$ cat src/rtl/bqd_pkg.sv
// bqd_pkg: shared types, constants and fp32 arithmetic for the bf16 query dot block.
// No dependencies.
package bqd_pkg;

  localparam int unsigned CFG_W     = 11;
  localparam logic [CFG_W-1:0] LEN_RESET = 11'd1024;
  localparam int unsigned Q_DEPTH   = 4;
  localparam int unsigned Q_PW      = $clog2(Q_DEPTH);
  localparam int unsigned Q_CW      = $clog2(Q_DEPTH + 1);

  localparam logic KIND_QUERY = 1'b0;
  localparam logic KIND_BASE  = 1'b1;

  localparam logic [31:0] CANON_NAN = 32'h7FC0_0000;
  localparam logic [31:0] POS_INF   = 32'h7F80_0000;
  localparam logic [31:0] POS_ZERO  = 32'h0000_0000;

  // one base element on its way from front to back
  typedef struct packed {
    logic [15:0] base;
    logic [15:0] query;
    logic        first;
    logic        last;
    logic [15:0] vidx;
  } op_t;

  typedef struct packed {
    logic [31:0] prod;
    logic        first;
    logic        last;
    logic [15:0] vidx;
  } prod_t;

  function automatic logic fp32_is_nan(input logic [31:0] x);
    return (x[30:23] == 8'hFF) && (x[22:0] != 23'd0);
  endfunction

  function automatic logic [31:0] fp32_canon(input logic [31:0] x);
    return fp32_is_nan(x) ? CANON_NAN : x;
  endfunction

  // bf16 x bf16 widened to fp32; significand product is exact, rounding only
  // happens when the result drops into the subnormal range
  function automatic logic [31:0] bf16_mul(input logic [15:0] a, input logic [15:0] b);
    logic               sgn;
    logic [7:0]         ea, eb;
    logic [7:0]         ma, mb;
    logic               a_nan, b_nan, a_inf, b_inf, a_zero, b_zero;
    logic [15:0]        p, pn;
    logic [4:0]         lz;
    logic signed [10:0] be;
    logic [4:0]         sh;
    logic [49:0]        tmp;
    logic [23:0]        mnt;
    logic               guard, sticky, rnd;
    logic [31:0]        res;
    sgn    = a[15] ^ b[15];
    a_nan  = (a[14:7] == 8'hFF) && (a[6:0] != 7'd0);
    b_nan  = (b[14:7] == 8'hFF) && (b[6:0] != 7'd0);
    a_inf  = (a[14:7] == 8'hFF) && (a[6:0] == 7'd0);
    b_inf  = (b[14:7] == 8'hFF) && (b[6:0] == 7'd0);
    a_zero = (a[14:0] == 15'd0);
    b_zero = (b[14:0] == 15'd0);
    ea     = (a[14:7] == 8'd0) ? 8'd1 : a[14:7];
    eb     = (b[14:7] == 8'd0) ? 8'd1 : b[14:7];
    ma     = {a[14:7] != 8'd0, a[6:0]};
    mb     = {b[14:7] != 8'd0, b[6:0]};
    p      = 16'(ma * mb);
    lz     = 5'd0;
    for (int i = 0; i < 16; i++) begin
      if (p[i]) lz = 5'(15 - i);
    end
    pn     = p << lz;
    be     = $signed({3'b000, ea}) + $signed({3'b000, eb}) - 11'sd126
             - $signed({6'b000000, lz});
    sh     = (be < -11'sd24) ? 5'd25 : 5'(11'sd1 - be);
    tmp    = {pn, 8'd0, 26'd0} >> sh;
    mnt    = tmp[49:26];
    guard  = tmp[25];
    sticky = |tmp[24:0];
    rnd    = guard && (sticky || mnt[0]);
    if (a_nan || b_nan || (a_inf && b_zero) || (a_zero && b_inf)) begin
      res = CANON_NAN;
    end else if (a_inf || b_inf) begin
      res = {sgn, POS_INF[30:0]};
    end else if (a_zero || b_zero) begin
      res = {sgn, 31'd0};
    end else if (be >= 11'sd255) begin
      res = {sgn, POS_INF[30:0]};
    end else if (be >= 11'sd1) begin
      res = {sgn, be[7:0], pn[14:0], 8'd0};
    end else begin
      res = {sgn, 31'(mnt)} + 32'(rnd);
    end
    return res;
  endfunction

  // fp32 add, round to nearest even, subnormals kept
  function automatic logic [31:0] fp32_add(input logic [31:0] x, input logic [31:0] y);
    logic [31:0] a, b;
    logic        sa, sb;
    logic [7:0]  ea, eb;
    logic [23:0] ma, mb;
    logic        x_nan, y_nan, x_inf, y_inf;
    logic [8:0]  d;
    logic [4:0]  dc;
    logic [53:0] tmp;
    logic [26:0] ax, bx;
    logic [27:0] s;
    logic [8:0]  e;
    logic [4:0]  lz;
    logic [8:0]  shl;
    logic [26:0] n;
    logic [7:0]  ef;
    logic        rnd;
    logic [31:0] res;
    x_nan = fp32_is_nan(x);
    y_nan = fp32_is_nan(y);
    x_inf = (x[30:0] == POS_INF[30:0]);
    y_inf = (y[30:0] == POS_INF[30:0]);
    if (x[30:0] >= y[30:0]) begin
      a = x;
      b = y;
    end else begin
      a = y;
      b = x;
    end
    sa  = a[31];
    sb  = b[31];
    ea  = (a[30:23] == 8'd0) ? 8'd1 : a[30:23];
    eb  = (b[30:23] == 8'd0) ? 8'd1 : b[30:23];
    ma  = {a[30:23] != 8'd0, a[22:0]};
    mb  = {b[30:23] != 8'd0, b[22:0]};
    d   = {1'b0, ea} - {1'b0, eb};
    dc  = (d > 9'd27) ? 5'd27 : d[4:0];
    tmp = {mb, 3'b000, 27'd0} >> dc;
    bx  = {tmp[53:28], tmp[27] | (|tmp[26:0])};
    ax  = {ma, 3'b000};
    s   = (sa == sb) ? ({1'b0, ax} + {1'b0, bx}) : ({1'b0, ax} - {1'b0, bx});
    e   = {1'b0, ea};
    lz  = 5'd27;
    for (int i = 0; i < 27; i++) begin
      if (s[i]) lz = 5'(26 - i);
    end
    shl = 9'd0;
    if (s[27]) begin
      n = {s[27:2], s[1] | s[0]};
      e = e + 9'd1;
    end else begin
      shl = ({4'd0, lz} > (e - 9'd1)) ? (e - 9'd1) : {4'd0, lz};
      n   = s[26:0] << shl;
      e   = e - shl;
    end
    ef  = n[26] ? e[7:0] : 8'd0;
    rnd = n[2] && (n[1] || n[0] || n[3]);
    if (x_nan || y_nan || (x_inf && y_inf && (x[31] != y[31]))) begin
      res = CANON_NAN;
    end else if (x_inf) begin
      res = x;
    end else if (y_inf) begin
      res = y;
    end else if (s == 28'd0) begin
      res = {sa & sb, 31'd0};
    end else if (e >= 9'd255) begin
      res = {sa, POS_INF[30:0]};
    end else begin
      res = {sa, ef, n[25:3]} + 32'(rnd);
    end
    return res;
  endfunction

endpackage

$ cat src/rtl/bqd_queue.sv
// bqd_queue: short FIFO of base ops between front and back.
// Depends on bqd_pkg.
module bqd_queue (
  input  logic         clk,
  input  logic         rst_n,
  input  logic         push,
  input  bqd_pkg::op_t push_op,
  input  logic         pop,
  output logic         q_valid,
  output bqd_pkg::op_t q_op,
  output logic         q_afull
);

  bqd_pkg::op_t            mem_r [bqd_pkg::Q_DEPTH];
  logic [bqd_pkg::Q_PW-1:0] wp_r, rp_r;
  logic [bqd_pkg::Q_CW-1:0] cnt_r;

  assign q_valid = (cnt_r != '0);
  assign q_op    = mem_r[rp_r];
  // one slot kept spare for the beat sitting in the front's read stage
  assign q_afull = (cnt_r >= bqd_pkg::Q_CW'(bqd_pkg::Q_DEPTH - 1));

  always_ff @(posedge clk) begin
    if (!rst_n) begin
      wp_r  <= '0;
      rp_r  <= '0;
      cnt_r <= '0;
    end else begin
      if (push) wp_r <= wp_r + bqd_pkg::Q_PW'(1);
      if (pop)  rp_r <= rp_r + bqd_pkg::Q_PW'(1);
      unique case ({push, pop})
        2'b10:   cnt_r <= cnt_r + bqd_pkg::Q_CW'(1);
        2'b01:   cnt_r <= cnt_r - bqd_pkg::Q_CW'(1);
        default: cnt_r <= cnt_r;
      endcase
    end
  end

  always_ff @(posedge clk) begin
    if (push) mem_r[wp_r] <= push_op;
  end

  a_no_overflow: assert property (@(posedge clk) disable iff (!rst_n)
    push |-> (cnt_r < bqd_pkg::Q_CW'(bqd_pkg::Q_DEPTH)))
    else $error("queue overflow");

  a_no_underflow: assert property (@(posedge clk) disable iff (!rst_n)
    pop |-> (cnt_r != '0))
    else $error("queue underflow");

endmodule

$ cat config.mk
export PLATFORM = sky130hd
export DESIGN_NAME = bqd_queue
export DESIGN_NICKNAME = d
export VERILOG_FILES = /design/src/rtl/bqd_pkg.sv /design/src/rtl/bqd_queue.sv
export SDC_FILE = /design/constraint.sdc
export NUM_CORES = 1
export LEC_CHECK = 0
export BUFFER_PORTS_ARGS = -buffer_cell sky130_fd_sc_hd__clkbuf_2
export CORE_UTILIZATION = 55
export DETAILED_ROUTE_END_ITERATION = 8
export PLACE_DENSITY_LB_ADDON = 0.12
export SYNTH_ARGS = -nofsm -noshare
export SYNTH_HDL_FRONTEND = slang
export SYNTH_SLANG_ARGS = --single-unit
$ cat constraint.sdc
create_clock -name clk -period 4.6 [get_ports clk]
set_input_delay 0.69 -clock clk [delete_from_list [all_inputs] [get_ports clk]]
set_output_delay 0.69 -clock clk [all_outputs]
set_load 0.005 [all_outputs]
**Word level (Yosys, flattened, before mapping)**

Memory sizes are Yosys's and may differ from the RTL's. A register that Yosys moved wholly into a read port is not among the register bits.
Cells that the tools add are included.

- Bits in latches: 0
- Memories: 1
- Bits in read-only memories: 0
- Bits of input ports: 54
- Output and inout bits: 52
- Bits in writable memories: 200
- Bits in registers: 7
- Word-level logic and storage cells: 18

- Shift operators: 0
- $add $sub $neg: 4
- Magnitude comparators: 1
- Reduce and logical (&&, ||, !) cells: 2
- Eq/ne operators: 2
- $mul: 0
- Muxes and demuxes: 5
- Divide/modulo/power cells: 0
- Bitwise gates (word level): 0

Memories:

| memory | depth | bits a word | rd ports | clocked after memory_dff | wr ports | RTL line | RTL |
|---|---|---|---|---|---|---|---|
| mem_r | 4 | 50 | 1 | 1 | 1 | bqd_queue.sv:14 | `bqd_pkg::op_t mem_r [bqd_pkg::Q_DEPTH];` |

Operator list:

| operator | number |
|---|---|
| $pmux 3 s2 | 1 |
| $add 2x1->2 const B | 2 |
| $mux 2 | 2 |
| $add 3x1->3 const B | 1 |
| $ge 3x2->1 const B | 1 |
| $reduce_bool 3->1 | 1 |
| $sub 3x1->3 const B | 1 |
| $eq 2x1->1 const B | 1 |
| $eq 2x2->1 const B | 1 |
| $mux 1 | 2 |
| $reduce_bool 2->1 | 1 |

**Depth between registers and ports, before layout**

- Depth after elaboration: 3
- Gate-level depth with buffers: 7
- Gate-level depth less buffers: 7

**Worst setup path before layout**

Ideal clock, no wire load.

- Path type: input to register
- From: input port push
- To: memory mem_r[0][0] (netlist bit), enable pin
- Buffers on the path: 0
- Cell stages on the path: 1
- Setup slack: 2.303 ns
- Library setup time: 0.413 ns
- Data required time: 4.187 ns
- Arrival time: 1.884 ns
- Cells stage by stage: and2_1

- Longest elaborated chain between the ends: 2

RTL lines:

| what | RTL line | RTL |
|---|---|---|
| start: declaration | bqd_queue.sv:6 | `input logic push,` |
| $mux 1 | bqd_queue.sv:40 | `if (push) mem_r[wp_r] <= push_op;` |
| $mux 1 (not written as such) | bqd_queue.sv:40 |  |
| end: declaration | bqd_queue.sv:14 |  |

No other way between the ends.

==> run metrics <==
die area=0.0145 sq mm; Int Pwr=roughly 3.4 mW; Static Leak=between 3 and 4 nW; critical path required time=3.91 ns; pin count of the biggest net entering global routing=between 50 and 60; total track usage=18.3%; period utilization=between 60% and 70%; Max Slew Vio Count=0; Hold Path Depth=1; Final Skew=0.00513 ns; reg2reg path depth=3; Tmin final=roughly 3.1 ns; core box area=between 0.01 and 0.015 sq mm; nets=between 400 and 500; hpwl dp=7400 microns; CTS tree=done; Starting Density=57.4%; f_max=between 300 and 400 MHz; final WL=12800 microns; Max-Cap Viols=0; Least-Margin Pin Slew=just over 1 ns; Mapped Avg Cell Area=approximately 25 sq um; die width=around 120 microns; WP buf/inv=2; status=finished, final reports clean; final hold vios=0; Data arrival, critical path=roughly 2.4 ns; Worst-path clk slew=~0.060 ns; # clock sinks=roughly 210; Initial DRC Count=176; Clock Power Share=about two fifths; GRT overflow=0; Crit Path Class=reg -> out; RSZ-0062 raised after global routing=no; Pre-Repair DR Iteration Count=4; Fill cells=between 900 and 1000; Slowest cell on crit path=dfxtp_2; Psw=between 0.8 and 0.9 mW; P per Cell Area=~460 mW/mm^2; vias in the first global route=approximately 3600; gp weighted congestion=0.664; synthesis-to-finish area growth=17.1%; largest area contributor in the netlist=edfxtp_1; crit path cell chain=buf_4 > mux4_2 > clkbuf_2; combinational share of power=7.8%; H-tree levels=1; # IOs=106; Setup-failing EPs final=0; post-route ant nets=0; Post-Syn Area=~0.0077 sq mm; syn_nets=368; crit start category=register; worst min-delay path class=in -> reg; top post-synthesis cells by area=edfxtp_1 (78%), mux4_2 (15%), dfxtp_1 (2.3%); crit-path max FO=35; Area after DPL=0.00838 sq mm; Max IR drop VDD=between 0.3 and 0.4 mV; Hold Buf Count CTS=0; CTS Buf Count=20; clock latency on the worst-skew pair=about 0.47 ns; first-pass GRT wire length=about 20000 microns; Critical Path Sink Type=output pin; row count=42; count of cell types in the netlist=20; setup_tns=0 ns; layout cells sized above 1=between 40% and 50%; max incr delay on CP=approximately 0.97 ns; initial antenna violation count=0; Chip Height=about 120 microns; Cells after Synth=308; # diodes=0; number of setup buffers added after CTS=0; fin area=roughly 0.009 sq mm; Buffers on Ports=between 100 and 150; Seq/Total Area, Yosys=between 80 and 90%; Yosys warnings=0; switching share of power=between 20% and 30%; cell count along the critical path=3; Clock Tree Root=clkbuf_16; hold_ws=between 0.4 and 0.5 ns; max_slew headroom=about a third; vias per inst=between 5 and 6; critical path's top delay family=flip-flops; DRC=0; Routed wire per std cell=a little over 20 microns; Clock Path Buffers=3; Synth Register Bits=209; PostCTS Resize Cnt=0; Reg power frac=a little over half; Yosys top cell area share=77.7%; via count=about 3400
-- path summary, 6_finish.rpt --
kind	startpoint	end	slack, ns
max reg2reg	wp_r[0]$_SDFFE_PN0P_	mem_r[3][12]$_DFFE_PP_	2.48
min	push_op[13]	mem_r[1][13]$_DFFE_PP_	0.43
min reg2reg	cnt_r[2]$_SDFFE_PN0P_	cnt_r[2]$_SDFFE_PN0P_	0.52
max	register	q_op[19]	1.50
-- cell usage after synthesis, drive strengths merged --
master / n
edfxtp: 200
mux4: 50
buf: 12
and2: 10
dfxtp: 9
inv: 6
ha: 5
xor2: 3
nand2: 2
o21ai: 2
or3: 2
xnor2: 2
a21boi: 1
a21o: 1
fa: 1
mux2i: 1
nor2b: 1
-- state kept, by name, indices dropped and copies added (netlist names), named ones only --
| register | count |
|---|---|
| cnt_r | 3 |
| mem_r | 200 |
| rp_r | 2 |
| wp_r | 2 |
-- layer usage --
layer / wire length (microns) / global-route usage [%] / vias up / part of all wire, %
met4: 205 / 4.63 / 0 / 1.6
li1: - / - / 1533 / -
met3: 721 / 3.82 / 21 / 5.6
met2: 6520 / 30.5 / 100 / 51
met5: 0 / 0 / - / 0
met1: 5400 / 25.1 / 1775 / 42
-- area by class of cell --
class / count / area, sq um / area share (%)
Inverter: 6 / 22.5 / 0.249
Tap cell: 176 / 220 / 2.43
Timing Repair Buffer: 110 / 563 / 6.22
Clock buffer: 30 / 589 / 6.52
Multi-Input combinational cell: 81 / 1380 / 15.3
Clock inverter: 6 / 77.6 / 0.858
Sequential cell: 209 / 6190 / 68.4
-- logic make-up after synthesis --
group / share of synthesized area [%]
xor+xnor: 0.567
fa+ha+maj: 1.07
flops: 80.1
compound gates: 0.324
mux: 14.7
simple gates: 1.15
buf+inv: 2.11
-- power groups by stage --
| stage | Clock, mW | Sequential [mW] | Combinational [mW] |
|---|---|---|---|
| after floorplan | 0 | 2.24 | 0.232 |
| after global placement | 0 | 2.28 | 0.327 |
| after detailed placement | 0 | 2.29 | 0.334 |
| after CTS | 1.66 | 2.25 | 0.337 |
| after global routing | 1.73 | 2.26 | 0.358 |
| final | 1.63 | 2.24 | 0.329 |
-- cell usage in the layout (no fill, tap or decap), types with 2 or more instances in the layout --
| cell | instances |
|---|---|
| o21ai_0 | 2 |
| clkbuf_1 | 6 |
| ha_1 | 5 |
| clkbuf_2 | 105 |
| xor2_1 | 3 |
| buf_4 | 5 |
| bufinv_16 | 2 |
| clkinv_1 | 2 |
| edfxtp_1 | 200 |
| and2_1 | 6 |
| clkbuf_16 | 21 |
| clkinv_2 | 2 |
| inv_1 | 6 |
| mux4_2 | 50 |
| clkbuf_8 | 3 |
| or3_1 | 2 |
| dfxtp_1 | 7 |
| nand2_1 | 2 |
| xnor2_1 | 2 |
| and2_2 | 4 |
-- metrics by stage --
step                      utilization (%)  power [mW]  std cells  setup WS [ns]
after global placement               62.3        2.61        582           1.98
after CTS                            67.2        4.24        618           1.45
after global routing                 67.2        4.35        618           1.38
after detailed placement             62.3        2.62        582           1.99
final                                67.2        4.20        618           1.50
after floorplan                         -        2.47        308           2.30
Note: power is estimated with default switching activity, not from simulation.
